**config.mk**
```make
export PLATFORM = sky130hd
export DESIGN_NAME = mandelbrot_escape_pixel_flat
export DESIGN_NICKNAME = d
export VERILOG_FILES = /design/src/rtl/mep_pkg.sv /design/src/rtl/mep_pixel_if.sv /design/src/rtl/mep_result_if.sv /design/src/rtl/mandelbrot_escape_pixel.sv /design/src/rtl/mep_core.sv /design/src/flat_wrapper.sv
export SDC_FILE = /design/constraint.sdc
export NUM_CORES = 2
export LEC_CHECK = 0
export BUFFER_PORTS_ARGS = -buffer_cell sky130_fd_sc_hd__buf_4
export CELL_PAD_IN_SITES_DETAIL_PLACEMENT = 1
export CELL_PAD_IN_SITES_GLOBAL_PLACEMENT = 1
export CORE_MARGIN = 2
export CORE_UTILIZATION = 40
export CTS_CLUSTER_DIAMETER = 60
export DETAILED_ROUTE_END_ITERATION = 6
export GPL_ROUTABILITY_DRIVEN = 0
export PLACE_DENSITY_LB_ADDON = 0.1
export SLEW_MARGIN = 5
export SYNTH_ARGS = -nofsm -noshare
export SYNTH_HDL_FRONTEND = slang
export SYNTH_HIERARCHICAL = 1
export SYNTH_SLANG_ARGS = --single-unit
```
**constraint.sdc**
```tcl
create_clock -name clk -period 15.1 [get_ports clk]
set_input_delay 4.53 -clock clk [delete_from_list [all_inputs] [get_ports clk]]
set_output_delay 4.53 -clock clk [all_outputs]
set_load 0.02 [all_outputs]
```
**src/rtl/mep_pkg.sv**
```systemverilog
// shared constants, types and helper functions for the mandelbrot escape-time pixel block
// used by the interfaces, the iteration core and the top level; no dependencies
`default_nettype none

package mep_pkg;

    localparam int FRAC_BITS  = 28;
    localparam int MAX_WIDTH  = 1024;
    localparam int MAX_HEIGHT = 1024;

    localparam int PIX_W   = 10;
    localparam int ITER_W  = 12;
    localparam int COLOR_W = 8;
    localparam int Z_W     = 32;
    localparam int STEP_W  = 31;
    localparam int PROD_W  = 2 * Z_W;
    localparam int DIFF_W  = PROD_W + 1;
    localparam int SUM_W   = PROD_W + 2;

    localparam int CFG_ADDR_W = 3;
    localparam int CFG_DATA_W = 32;

    // register indexes
    localparam logic [CFG_ADDR_W-1:0] REG_X_ORIGIN = 3'd0;
    localparam logic [CFG_ADDR_W-1:0] REG_X_STEP   = 3'd1;
    localparam logic [CFG_ADDR_W-1:0] REG_Y_ORIGIN = 3'd2;
    localparam logic [CFG_ADDR_W-1:0] REG_Y_STEP   = 3'd3;
    localparam logic [CFG_ADDR_W-1:0] REG_MAX_ITER = 3'd4;

    localparam logic signed [Z_W-1:0] X_ORIGIN_RST = -32'sd536870912;
    localparam logic [STEP_W-1:0]     X_STEP_RST   = 31'd786432;
    localparam logic signed [Z_W-1:0] Y_ORIGIN_RST = -32'sd402653184;
    localparam logic [STEP_W-1:0]     Y_STEP_RST   = 31'd786432;
    localparam logic [ITER_W-1:0]     MAX_ITER_RST = 12'd256;

    // escape when |z|^2 > 4 in the squared scale
    localparam bit CAN_ESCAPE = (2 * FRAC_BITS + 2) < PROD_W;
    localparam logic [PROD_W-1:0] ESC_LIMIT = PROD_W'(4) << ((2 * FRAC_BITS) % PROD_W);

    localparam logic signed [SUM_W-1:0] Z_MAX_EXT =
        {{(SUM_W-Z_W+1){1'b0}}, {(Z_W-1){1'b1}}};
    localparam logic signed [SUM_W-1:0] Z_MIN_EXT =
        {{(SUM_W-Z_W+1){1'b1}}, {(Z_W-1){1'b0}}};

    typedef struct packed {
        logic [Z_W-1:0]    x_origin;
        logic [STEP_W-1:0] x_step;
        logic [Z_W-1:0]    y_origin;
        logic [STEP_W-1:0] y_step;
        logic [ITER_W-1:0] max_iterations;
    } mep_cfg_t;

    typedef struct packed {
        logic [PIX_W-1:0]   out_x;
        logic [PIX_W-1:0]   out_y;
        logic [ITER_W-1:0]  iterations;
        logic               inside_res;
        logic [COLOR_W-1:0] red;
        logic [COLOR_W-1:0] green;
        logic [COLOR_W-1:0] blue;
    } mep_result_t;

    function automatic logic signed [Z_W-1:0] sat_z(input logic signed [SUM_W-1:0] v);
        logic signed [Z_W-1:0] r;
        if (v > Z_MAX_EXT)
            r = Z_MAX_EXT[Z_W-1:0];
        else if (v < Z_MIN_EXT)
            r = Z_MIN_EXT[Z_W-1:0];
        else
            r = v[Z_W-1:0];
        return r;
    endfunction

    // palette entry as {red, green, blue}
    function automatic logic [3*COLOR_W-1:0] palette(input logic [3:0] idx);
        logic [3*COLOR_W-1:0] c;
        case (idx)
            4'd0:    c = {8'd66,  8'd30,  8'd15};
            4'd1:    c = {8'd25,  8'd7,   8'd26};
            4'd2:    c = {8'd9,   8'd1,   8'd47};
            4'd3:    c = {8'd4,   8'd4,   8'd73};
            4'd4:    c = {8'd0,   8'd7,   8'd100};
            4'd5:    c = {8'd134, 8'd181, 8'd229};
            4'd6:    c = {8'd211, 8'd236, 8'd248};
            4'd7:    c = {8'd248, 8'd201, 8'd95};
            4'd8:    c = {8'd255, 8'd170, 8'd0};
            4'd9:    c = {8'd204, 8'd128, 8'd0};
            4'd10:   c = {8'd153, 8'd87,  8'd0};
            4'd11:   c = {8'd153, 8'd87,  8'd0};
            4'd12:   c = {8'd106, 8'd52,  8'd4};
            4'd13:   c = {8'd205, 8'd133, 8'd0};
            4'd14:   c = {8'd129, 8'd90,  8'd0};
            default: c = {8'd255, 8'd250, 8'd240};
        endcase
        return c;
    endfunction

endpackage

`default_nettype wire

```
**src/rtl/mep_pixel_if.sv**
```systemverilog
// valid/ready channel carrying one pixel coordinate
// depends on mep_pkg
`default_nettype none

interface mep_pixel_if;
    logic                      valid;
    logic                      ready;
    logic [mep_pkg::PIX_W-1:0] pixel_x;
    logic [mep_pkg::PIX_W-1:0] pixel_y;

    modport source (output valid, output pixel_x, output pixel_y, input ready);
    modport sink   (input valid, input pixel_x, input pixel_y, output ready);
endinterface

`default_nettype wire

```
**src/rtl/mep_result_if.sv**
```systemverilog
// valid/ready channel carrying one escape-time result with its color
// depends on mep_pkg
`default_nettype none

interface mep_result_if;
    logic                        valid;
    logic                        ready;
    logic [mep_pkg::PIX_W-1:0]   out_x;
    logic [mep_pkg::PIX_W-1:0]   out_y;
    logic [mep_pkg::ITER_W-1:0]  iterations;
    logic                        inside_res;
    logic [mep_pkg::COLOR_W-1:0] red;
    logic [mep_pkg::COLOR_W-1:0] green;
    logic [mep_pkg::COLOR_W-1:0] blue;

    modport source (output valid, output out_x, output out_y, output iterations,
                    output inside_res, output red, output green, output blue,
                    input ready);
    modport sink   (input valid, input out_x, input out_y, input iterations,
                    input inside_res, input red, input green, input blue,
                    output ready);
endinterface

`default_nettype wire

```
**src/rtl/mandelbrot_escape_pixel.sv**
```systemverilog
// top level of the mandelbrot escape-time pixel block: config registers and result register
// depends on mep_pkg, mep_pixel_if, mep_result_if and mep_core
//
//   channel   direction  payload                                        transfer when
//   pixel     in         pixel_x, pixel_y                               valid & ready
//   result    out        out_x, out_y, iterations, inside_res, r, g, b  valid & ready
//   cfg       in         cfg_addr, cfg_wdata                            cfg_wr_en
//
// after the pixel transfer the core steps through CR, CI and START, then runs n iterations, n the
// iteration count (1..max_iterations, 1 when the limit is 0), each through UPD, RR, II and CHK
// around the shared 32x32 multiplier; the next pixel can be taken in the cycle after the core
// result moves to the result register; one result may wait there while the core works
// reset (rst_n, async low) loads the default view and a limit of 256
`default_nettype none

module mandelbrot_escape_pixel (
    input  wire logic                              clk,
    input  wire logic                              rst_n,
    mep_pixel_if.sink                              pixel,
    mep_result_if.source                           result,
    input  wire logic                              cfg_wr_en,
    input  wire logic [mep_pkg::CFG_ADDR_W-1:0]    cfg_addr,
    input  wire logic [mep_pkg::CFG_DATA_W-1:0]    cfg_wdata
);

    mep_pkg::mep_cfg_t    cfg_reg;
    mep_pkg::mep_result_t core_res, out_reg;
    logic                 core_idle, core_valid, core_take;
    logic                 out_valid_reg, out_valid_next;

    always_ff @(posedge clk or negedge rst_n)
    begin
        if (!rst_n)
        begin
            cfg_reg.x_origin       <= mep_pkg::X_ORIGIN_RST;
            cfg_reg.x_step         <= mep_pkg::X_STEP_RST;
            cfg_reg.y_origin       <= mep_pkg::Y_ORIGIN_RST;
            cfg_reg.y_step         <= mep_pkg::Y_STEP_RST;
            cfg_reg.max_iterations <= mep_pkg::MAX_ITER_RST;
        end
        else if (cfg_wr_en)
        begin
            unique case (cfg_addr)
                mep_pkg::REG_X_ORIGIN: cfg_reg.x_origin <= cfg_wdata;
                mep_pkg::REG_X_STEP:   cfg_reg.x_step   <= cfg_wdata[mep_pkg::STEP_W-1:0];
                mep_pkg::REG_Y_ORIGIN: cfg_reg.y_origin <= cfg_wdata;
                mep_pkg::REG_Y_STEP:   cfg_reg.y_step   <= cfg_wdata[mep_pkg::STEP_W-1:0];
                mep_pkg::REG_MAX_ITER:
                    cfg_reg.max_iterations <= cfg_wdata[mep_pkg::ITER_W-1:0];
                default: ;
            endcase
        end
    end

    mep_core u_core (
        .clk       (clk),
        .rst_n     (rst_n),
        .start     (pixel.valid),
        .px        (pixel.pixel_x),
        .py        (pixel.pixel_y),
        .cfg       (cfg_reg),
        .idle      (core_idle),
        .res_valid (core_valid),
        .res_take  (core_take),
        .res       (core_res)
    );

    assign pixel.ready = core_idle;

    // move the core result into the output register once it is free
    assign core_take = core_valid && (!out_valid_reg || result.ready);

    always_comb
    begin
        out_valid_next = out_valid_reg;
        if (core_take)
            out_valid_next = 1'b1;
        else if (result.ready)
            out_valid_next = 1'b0;
    end

    always_ff @(posedge clk or negedge rst_n)
    begin
        if (!rst_n)
            out_valid_reg <= 1'b0;
        else
            out_valid_reg <= out_valid_next;
    end

    always_ff @(posedge clk)
    begin
        if (core_take)
            out_reg <= core_res;
    end

    assign result.valid      = out_valid_reg;
    assign result.out_x      = out_reg.out_x;
    assign result.out_y      = out_reg.out_y;
    assign result.iterations = out_reg.iterations;
    assign result.inside_res = out_reg.inside_res;
    assign result.red        = out_reg.red;
    assign result.green      = out_reg.green;
    assign result.blue       = out_reg.blue;

endmodule

`default_nettype wire

```
**src/rtl/mep_core.sv**
```systemverilog
// iteration core: one shared 32x32 signed multiplier under a small sequencer
// forms c, iterates z = z*z + c with saturation and the escape test; depends on mep_pkg
`default_nettype none

module mep_core (
    input  wire logic                          clk,
    input  wire logic                          rst_n,
    input  wire logic                          start,
    input  wire logic [mep_pkg::PIX_W-1:0]     px,
    input  wire logic [mep_pkg::PIX_W-1:0]     py,
    input  wire mep_pkg::mep_cfg_t             cfg,
    output logic                               idle,
    output logic                               res_valid,
    input  wire logic                          res_take,
    output mep_pkg::mep_result_t               res
);

    localparam logic [2:0] S_IDLE  = 3'd0;
    localparam logic [2:0] S_CR    = 3'd1;
    localparam logic [2:0] S_CI    = 3'd2;
    localparam logic [2:0] S_START = 3'd3;
    localparam logic [2:0] S_UPD   = 3'd4;
    localparam logic [2:0] S_RR    = 3'd5;
    localparam logic [2:0] S_II    = 3'd6;
    localparam logic [2:0] S_CHK   = 3'd7;

    logic [2:0] state_reg, state_next;
    logic       done_reg;

    logic [mep_pkg::PIX_W-1:0]         px_reg, py_reg;
    logic [mep_pkg::PIX_W-1:0]         cx, cy;
    logic signed [mep_pkg::Z_W-1:0]    zr_reg, zi_reg, cr_reg, ci_reg;
    logic signed [mep_pkg::PROD_W-1:0] prod_reg, rr_reg;
    logic signed [mep_pkg::DIFF_W-1:0] d_reg;
    logic [mep_pkg::ITER_W-1:0]        iter_reg, lim;

    logic signed [mep_pkg::Z_W-1:0]    mul_a, mul_b;
    logic signed [mep_pkg::PROD_W-1:0] mul_p;
    logic signed [mep_pkg::Z_W-1:0]    nr, ni, cr_new, ci_new;
    logic [mep_pkg::PROD_W-1:0]        mag;
    logic                              finish;
    logic [3*mep_pkg::COLOR_W-1:0]     color;

    assign cx = (px_reg > mep_pkg::PIX_W'(mep_pkg::MAX_WIDTH - 1))
              ? mep_pkg::PIX_W'(mep_pkg::MAX_WIDTH - 1) : px_reg;
    assign cy = (py_reg > mep_pkg::PIX_W'(mep_pkg::MAX_HEIGHT - 1))
              ? mep_pkg::PIX_W'(mep_pkg::MAX_HEIGHT - 1) : py_reg;

    assign lim = (cfg.max_iterations == '0) ? mep_pkg::ITER_W'(1) : cfg.max_iterations;

    // shared multiplier operand select
    always_comb
    begin
        mul_a = zr_reg;
        mul_b = zi_reg;
        unique case (state_reg)
            S_CR:
            begin
                mul_a = mep_pkg::Z_W'(cx);
                mul_b = {1'b0, cfg.x_step};
            end
            S_CI:
            begin
                mul_a = mep_pkg::Z_W'(cy);
                mul_b = {1'b0, cfg.y_step};
            end
            S_RR:
            begin
                mul_a = zr_reg;
                mul_b = zr_reg;
            end
            S_II:
            begin
                mul_a = zi_reg;
                mul_b = zi_reg;
            end
            default:
            begin
                mul_a = zr_reg;
                mul_b = zi_reg;
            end
        endcase
    end

    assign mul_p = mep_pkg::PROD_W'(mul_a) * mep_pkg::PROD_W'(mul_b);

    assign cr_new = mep_pkg::sat_z(mep_pkg::SUM_W'($signed(cfg.x_origin))
                                   + mep_pkg::SUM_W'(prod_reg));
    assign ci_new = mep_pkg::sat_z(mep_pkg::SUM_W'($signed(cfg.y_origin))
                                   + mep_pkg::SUM_W'(prod_reg));

    // floor scaling by arithmetic shift, then add c and saturate
    assign nr = mep_pkg::sat_z(mep_pkg::SUM_W'(d_reg >>> mep_pkg::FRAC_BITS)
                               + mep_pkg::SUM_W'(cr_reg));
    assign ni = mep_pkg::sat_z(mep_pkg::SUM_W'(prod_reg >>> (mep_pkg::FRAC_BITS - 1))
                               + mep_pkg::SUM_W'(ci_reg));

    // both terms are squares, so the unsigned sum cannot wrap
    assign mag    = $unsigned(rr_reg) + $unsigned(prod_reg);
    assign finish = (mep_pkg::CAN_ESCAPE && (mag > mep_pkg::ESC_LIMIT)) || (iter_reg >= lim);

    always_comb
    begin
        state_next = state_reg;
        unique case (state_reg)
            S_IDLE:  if (start && !done_reg) state_next = S_CR;
            S_CR:    state_next = S_CI;
            S_CI:    state_next = S_START;
            S_START: state_next = S_UPD;
            S_UPD:   state_next = S_RR;
            S_RR:    state_next = S_II;
            S_II:    state_next = S_CHK;
            S_CHK:   state_next = finish ? S_IDLE : S_UPD;
            default: state_next = S_IDLE;
        endcase
    end

    always_ff @(posedge clk or negedge rst_n)
    begin
        if (!rst_n)
        begin
            state_reg <= S_IDLE;
            done_reg  <= 1'b0;
        end
        else
        begin
            state_reg <= state_next;
            if (state_reg == S_CHK && finish)
                done_reg <= 1'b1;
            else if (res_take)
                done_reg <= 1'b0;
        end
    end

    always_ff @(posedge clk)
    begin
        prod_reg <= mul_p;
        unique case (state_reg)
            S_IDLE:
            begin
                if (start && !done_reg)
                begin
                    px_reg   <= px;
                    py_reg   <= py;
                    zr_reg   <= '0;
                    zi_reg   <= '0;
                    rr_reg   <= '0;
                    d_reg    <= '0;
                    iter_reg <= '0;
                end
            end
            S_CI:    cr_reg <= cr_new;
            S_START: ci_reg <= ci_new;
            S_UPD:
            begin
                zr_reg   <= nr;
                zi_reg   <= ni;
                iter_reg <= iter_reg + mep_pkg::ITER_W'(1);
            end
            S_II:    rr_reg <= prod_reg;
            S_CHK:   d_reg <= mep_pkg::DIFF_W'(rr_reg) - mep_pkg::DIFF_W'(prod_reg);
            default: ;
        endcase
    end

    assign idle      = (state_reg == S_IDLE) && !done_reg;
    assign res_valid = done_reg;

    assign color = mep_pkg::palette(iter_reg[3:0]);

    always_comb
    begin
        res.out_x      = px_reg;
        res.out_y      = py_reg;
        res.iterations = iter_reg;
        res.inside_res = (iter_reg == lim);
        res.red        = res.inside_res ? '0 : color[3*mep_pkg::COLOR_W-1:2*mep_pkg::COLOR_W];
        res.green      = res.inside_res ? '0 : color[2*mep_pkg::COLOR_W-1:mep_pkg::COLOR_W];
        res.blue       = res.inside_res ? '0 : color[mep_pkg::COLOR_W-1:0];
    end

endmodule

`default_nettype wire
```
**src/flat_wrapper.sv**
```systemverilog
// flat-port wrapper written by rule: the top's interface ports become plain ports
module mandelbrot_escape_pixel_flat 
  (clk, rst_n, cfg_wr_en, cfg_addr, cfg_wdata, pixel_valid, pixel_pixel_x, pixel_pixel_y, pixel_ready, result_valid, result_out_x, result_out_y, result_iterations, result_inside_res, result_red, result_green, result_blue, result_ready);
  mep_pixel_if pixel_i ();
  mep_result_if result_i ();
  input  wire logic clk;
  input  wire logic rst_n;
  input  wire logic cfg_wr_en;
  input  wire logic [mep_pkg::CFG_ADDR_W-1:0] cfg_addr;
  input  wire logic [mep_pkg::CFG_DATA_W-1:0] cfg_wdata;
  input wire logic [$bits(pixel_i.valid)-1:0] pixel_valid;
  input wire logic [$bits(pixel_i.pixel_x)-1:0] pixel_pixel_x;
  input wire logic [$bits(pixel_i.pixel_y)-1:0] pixel_pixel_y;
  output wire logic [$bits(pixel_i.ready)-1:0] pixel_ready;
  output wire logic [$bits(result_i.valid)-1:0] result_valid;
  output wire logic [$bits(result_i.out_x)-1:0] result_out_x;
  output wire logic [$bits(result_i.out_y)-1:0] result_out_y;
  output wire logic [$bits(result_i.iterations)-1:0] result_iterations;
  output wire logic [$bits(result_i.inside_res)-1:0] result_inside_res;
  output wire logic [$bits(result_i.red)-1:0] result_red;
  output wire logic [$bits(result_i.green)-1:0] result_green;
  output wire logic [$bits(result_i.blue)-1:0] result_blue;
  input wire logic [$bits(result_i.ready)-1:0] result_ready;
  assign pixel_i.valid = pixel_valid;
  assign pixel_i.pixel_x = pixel_pixel_x;
  assign pixel_i.pixel_y = pixel_pixel_y;
  assign pixel_ready = pixel_i.ready;
  assign result_valid = result_i.valid;
  assign result_out_x = result_i.out_x;
  assign result_out_y = result_i.out_y;
  assign result_iterations = result_i.iterations;
  assign result_inside_res = result_i.inside_res;
  assign result_red = result_i.red;
  assign result_green = result_i.green;
  assign result_blue = result_i.blue;
  assign result_i.ready = result_ready;
  mandelbrot_escape_pixel u_core (.clk(clk), .rst_n(rst_n), .pixel(pixel_i), .result(result_i), .cfg_wr_en(cfg_wr_en), .cfg_addr(cfg_addr), .cfg_wdata(cfg_wdata));
endmodule
```
# ---- Word level (Yosys, flattened, before mapping)
# Memories as Yosys holds them, arrays and structs flattened. A register that Yosys moved wholly into a read port is not among the register bits.
# Index checks and enable logic that the tools add are counted.
dict set report classes {
  addsub 7
  multipliers 1
  magnitude_cmp 12
  n_eq_ne 13
  mux 27
  n_reduce_logical 25
}
# cell n
set ops {}
lappend ops {{2-to-1 mux 32 bit} 7}
lappend ops {{one-hot mux 32 bit (3 select lines)} 2}
lappend ops {{adder 32 x 64 -> 65 bit} 2}
lappend ops {{> comparator 65 x 32 -> 1 bit, second input constant} 2}
lappend ops {{< comparator 65 x 32 -> 1 bit, second input constant} 2}
lappend ops {{one-hot mux 65 bit (2 select lines)} 1}
lappend ops {{one-hot mux 32 bit (2 select lines)} 2}
lappend ops {{one-hot mux 64 bit (2 select lines)} 1}
lappend ops {{adder 37 x 32 -> 38 bit} 2}
lappend ops {{> comparator 38 x 32 -> 1 bit, second input constant} 2}
lappend ops {{< comparator 38 x 32 -> 1 bit, second input constant} 2}
lappend ops {{2-to-1 mux 65 bit} 1}
lappend ops {{subtractor 64 x 64 -> 65 bit} 1}
lappend ops {{adder 64 bit} 1}
lappend ops {{> comparator 64 x 59 -> 1 bit, second input constant} 1}
lappend ops {{multiplier 32 x 32 -> 64 bit} 1}
lappend ops {{2-to-1 mux 64 bit} 1}
lappend ops {{2-to-1 mux 12 bit} 2}
lappend ops {{one-hot mux 12 bit (2 select lines)} 1}
lappend ops {{one-hot mux 3 bit (8 select lines)} 1}
lappend ops {{> comparator 10 bit, second input constant} 2}
lappend ops {{2-to-1 mux 10 bit} 2}
lappend ops {{AND reduction 2 bit} 9}
lappend ops {{== test 3 bit, second input constant} 5}
lappend ops {{14 further kinds} 32}
dict set report totals {
  ff_bits 529
  mem_bits_ro 384
  inputBits 60
  output_inout_bits 59
  word_cells 108
  n_memories 1
}
# memory words width rd rd_ports_with_merged_regs wr line
set mem_list {}
lappend mem_list {{(name not given)} 16 24 1 1 0 mep_pkg.sv:77} ;# case (idx)

# ---- Logic depth before layout (Yosys ltp)
dict set report logic_depth {
  depth_word 6
  ltp_mapped 39
  mapped_depth_nobuf 36
}

# ---- By module
# The synthesis kept the hierarchy.
# mod instances cells_each area_each_um2 seq_area_each_um2
set by_module_without_submodules {}
lappend by_module_without_submodules {mep_core 1 7896 68369.3 9699.3}
lappend by_module_without_submodules {mandelbrot_escape_pixel 1 356 6974.2 5205.0}

# ---- Worst setup path after synthesis
# OpenSTA, ideal clock, no wires.
dict set report synth_path {
  path_type {register to register}
  start {register u_core.u_core.state_reg[0]}
  end {register u_core/u_core/prod_reg[62] (netlist name)}
  setup_ns 0.072
  t_arrival_ns 9.510
  required_ns 15.028
  path_slack_ns 5.517
  stages_incl_launch_ff 37
  n_path_buf 4
  period_less_slack_ns 9.583
  cell_sequence {dfrtp_1 clkbuf_1 inv_1 nand2_1 buf_1 clkbuf_1 o22ai_1 a21oi_1 clkbuf_1 nand2_1 fa_1 inv_1 fa_1 fa_1 inv_1 fa_1 inv_1 fa_1 fa_1 fa_1 inv_1 fa_1 inv_1 ha_1 a21o_1 a21oi_1 nor2b_1 o21a_1 a221oi_1 o31ai_1 a311oi_1 nor3_1 a2111oi_0 o21a_1 o21ai_1 a31oi_1 xnor2_1}
}
dict set report synth_via {
  elab_chain_cells 3
  word_cells_on_any_way 7
  classes_between {mul: 1; eq/ne: 4; mux: 2}
}
# item line
set synth_rtl {}
lappend synth_rtl {{start: declaration} mep_core.sv:27} ;# logic [2:0] state_reg, state_next;
lappend synth_rtl {{start signal: assignment} mep_core.sv:127} ;# state_reg <= state_next;
lappend synth_rtl {{== test 3 bit (tied with other cells)} mep_core.sv:56} ;# unique case (state_reg)
lappend synth_rtl {{one-hot mux 32 bit (3 select lines)} mep_core.sv:56}
lappend synth_rtl {{multiplier 32 x 32 -> 64 bit *} mep_core.sv:85} ;# assign mul_p = mep_pkg::PROD_W'(mul_a) * mep_pkg::PROD_W'(mul_b);
lappend synth_rtl {{via u_core.u_core.mul_p (one bit)} mep_core.sv:38} ;# logic signed [mep_pkg::PROD_W-1:0] mul_p;
lappend synth_rtl {{end signal: assignment} mep_core.sv:137} ;# prod_reg <= mul_p;
lappend synth_rtl {{end: declaration} mep_core.sv:33} ;# logic signed [mep_pkg::PROD_W-1:0] prod_reg, rr_reg;
# Mark *: on every way through the listed nets, which the timed path passes. The rest lies on a longest branch.
# A chain may end at the register's enable or synchronous reset.

# ---- Worst setup path after layout
dict set report layout_path {
  start {register u_core.u_core.state_reg[0]}
  end {register u_core/u_core/prod_reg[63] (netlist name)}
}
# The elaborated chain is that of the path after synthesis.

==> flow_metrics.tcl <==
set metrics [dict create \
    dp_hpwl_um 235000 \
    final_nets 9871 \
    grt_max_degree 84 \
    critPathLaunchType "flop" \
    cts_max_path_buffers 3 \
    grtUsageTotal_pct 30.9 \
    reg2reg_from "u_core/u_core/state_reg[0]" \
    post-route-period-util_pct 81.4 \
    dieArea_mm2 0.192 \
    drc 0 \
    synth_area_leaders "fa_1 (29%), edfxtp_1 (13%), ha_1 (8.9%)" \
    cp_max_fo 29 \
    yosys_most_used_dff "edfxtp_1" \
    clk_latency_ns 0.66 \
    cts.repair.resized 0 \
    cts_root_buffer "clkbuf_16" \
    cts_setup_buffers 0 \
    reg2reg_depth 31 \
    first_pass_iters 5 \
    worstHoldPathType "reg -> reg" \
    whs_path_depth 0 \
    grt_pass1_wl_um 441000 \
    syn-cell-area_mm2 0.0753 \
    die_x_um 438 \
    critPathMaxStageDelay_ns 0.99 \
    cap_violations 0 \
    cts_buffers 70 \
    io_buffer_count 118 \
    endpoint "u_core/u_core/prod_reg[63]" \
    wirelength_um 295000 \
    synth_seq_cells 549 \
    rsz0062_at_grt "no" \
    crit_path_end_kind "flop" \
    r2r-end "u_core/u_core/prod_reg[63]" \
    syn2layout_area_growth_pct 8.18 \
    syn_area_per_cell_um2 9.13 \
    max_clock_freq_ghz 0.0813 \
    yosys.area.top_type "fa_1" \
    drt.antenna.violating_nets 0 \
    critical_path_class "reg -> reg" \
    hold_viol_final 0 \
    outcome "completed" \
    final_max_slew_viol_count 0 \
    ff2ff_setup_slack_ns 2.81 \
    synth_top_area_share_pct 28.9 \
    grt_pass1_vias 66000 \
    largest_register_ffs 138 \
    htreeDepth 3 \
    start_util_pct 40.2 \
    drive_above_1_share_pct 8.03 \
    synth_seq_area_share_pct 19.8 \
    rows 159 \
    synth.most_common_cell "inv_1" \
    drt_iter0_drc 5652 \
    crit_required_ns 15.69 \
    tns_ns 0 \
    synth_nets 9935 \
    cp.arrival_ns 12.88 \
    async_reset_ff_share_pct 26.0 \
    path_clk_slew_ns 0.06 \
    coreArea_mm2 0.187 \
    slew-limit-headroom_pct 11.9 \
    ys_types 118 \
    via_count 62500 \
    ioPinCount 119 \
    vias_per_cell 5.82 \
    clock-skew-final_ns 0.0313 \
    cts_sinks 549 \
    grt_antenna_before_repair 39 \
    wire_per_inst_um 27.5 \
    setup_viol 0 \
    cpMostUsedCell "fa_1" \
    period_minus_slack_ns 12.29 \
    grt_overflow 0 \
    synth_warnings 6 \
    synthTopCellsByCount "inv_1 (1,216), fa_1 (1,087), nand2_1 (964)" \
    postCtsHoldBufs 0 \
    synth_edf_count 318 \
    die_h_um 438 \
    cts_tree "built" \
    worstMarginPinSlew_ns 1.29 \
    fillers 21500 \
    crit_start "u_core/u_core/state_reg[0]" \
    syn-instance-count 8252 \
    slowest_stage "a21oi_4" \
]
## cell usage in the layout (no fill, tap or decap), drive strengths merged, types with 30 or more instances in the layout
cell type / netlist / final
nand3: 100 / 100
clkbuf: 357 / 88
edfxtp: 318 / 318
dfxtp: 88 / 88
a21o: 186 / 186
a31oi: 57 / 57
o22ai: 88 / 88
inv: 1216 / 1227
o211ai: 40 / 40
ha: 536 / 536
buf: 49 / 270
a211oi: 47 / 47
fa: 1087 / 1087
xor2: 92 / 92
dfrtp: 131 / 131
nor4: 56 / 56
nand4: 57 / 57
a21oi: 527 / 527
o21ai: 278 / 278
o31ai: 47 / 47
nand2b: 55 / 55
o21bai: 82 / 82
nor2: 654 / 654
nor3: 99 / 99
and2: 61 / 61
nand2: 964 / 964
a22oi: 30 / 30
and3: 107 / 107
nor2b: 59 / 59
o21a: 39 / 39
o22a: 39 / 39
xnor2: 195 / 195
mux2: 140 / 140
## worst min path at each step
stage                             endpoint  slack (ns)                     from
global route        u_core/result.out_y[5]        0.47  u_core/u_core/py_reg[5]
finish              u_core/result.out_x[2]        0.45  u_core/u_core/px_reg[2]
global placement    u_core/result.out_y[0]        0.44  u_core/u_core/py_reg[0]
floorplan           u_core/result.out_y[0]        0.43  u_core/u_core/py_reg[0]
detailed placement  u_core/result.out_y[2]        0.44  u_core/u_core/py_reg[2]
CTS                 u_core/result.out_y[2]        0.46  u_core/u_core/py_reg[2]
## per-layer routing
| layer | track usage (%) | share of wire (%) |
|---|---|---|
| met4 | 10.4 | 3.8 |
| met5 | 0 | 0.0095 |
| met2 | 48.5 | 45 |
| met1 | 43.2 | 43 |
| met3 | 5.15 | 7.5 |
## critical path: cells and delay by family (launching register included)
kind,cells,cell delay (ns)
XOR/XNOR,1,0.13
AND/OR/NAND/NOR,4,0.97
buffers and inverters,6,1.59
adder cells (fa/ha/maj),9,4.77
AO/OA/AOI/OAI,11,4.17
flip-flops,1,0.55
## through the flow
stage | hold WS (ns) | cell area, um2 | instances | setup WS [ns] | util [%]
final | 0.454 | 81500 | 10700 | 2.81 | 43.5
after global routing | 0.465 | 81500 | 10700 | 2.27 | 43.5
after CTS | 0.458 | 81500 | 10700 | 3.06 | 43.5
after detailed placement | 0.444 | 79100 | 10600 | 3.09 | 42.2
after global placement | 0.438 | 79100 | 10600 | 3.29 | 42.2
after floorplan | 0.427 | 75300 | 8252 | 5.52 | -
## cells by family (layout without fill, tap and decap cells)
| kind of cell | after synthesis | count (layout) | synth area share [%] |
|---|---|---|---|
| compound gates | 1688 | 1688 | 14.6 |
| xor+xnor | 287 | 287 | 3.34 |
| fa+ha+maj | 1623 | 1623 | 37.8 |
| buf+inv | 1624 | 1616 | 8.29 |
| flops | 549 | 549 | 19.8 |
| mux | 156 | 156 | 2.31 |
| other cells | 0 | 7 | 0 |
| simple gates | 2325 | 2325 | 13.9 |
## area by class of cell
| type | count | area (um2) | area share, % |
|---|---|---|---|
| clock inverter | 40 | 407 | 0.499 |
| timing repair buffer | 270 | 2030 | 2.49 |
| clock buffer | 88 | 1980 | 2.42 |
| inverter | 1218 | 4570 | 5.61 |
| tap | 2495 | 3120 | 3.83 |
| sequential | 549 | 14900 | 18.3 |
| multi-input combinational | 6079 | 54500 | 66.8 |
| antenna | 7 | 17.5 | 0.0215 |
Power is not shown: default switching activity piles up to over one toggle a cycle in this logic, so the estimate is an artifact.
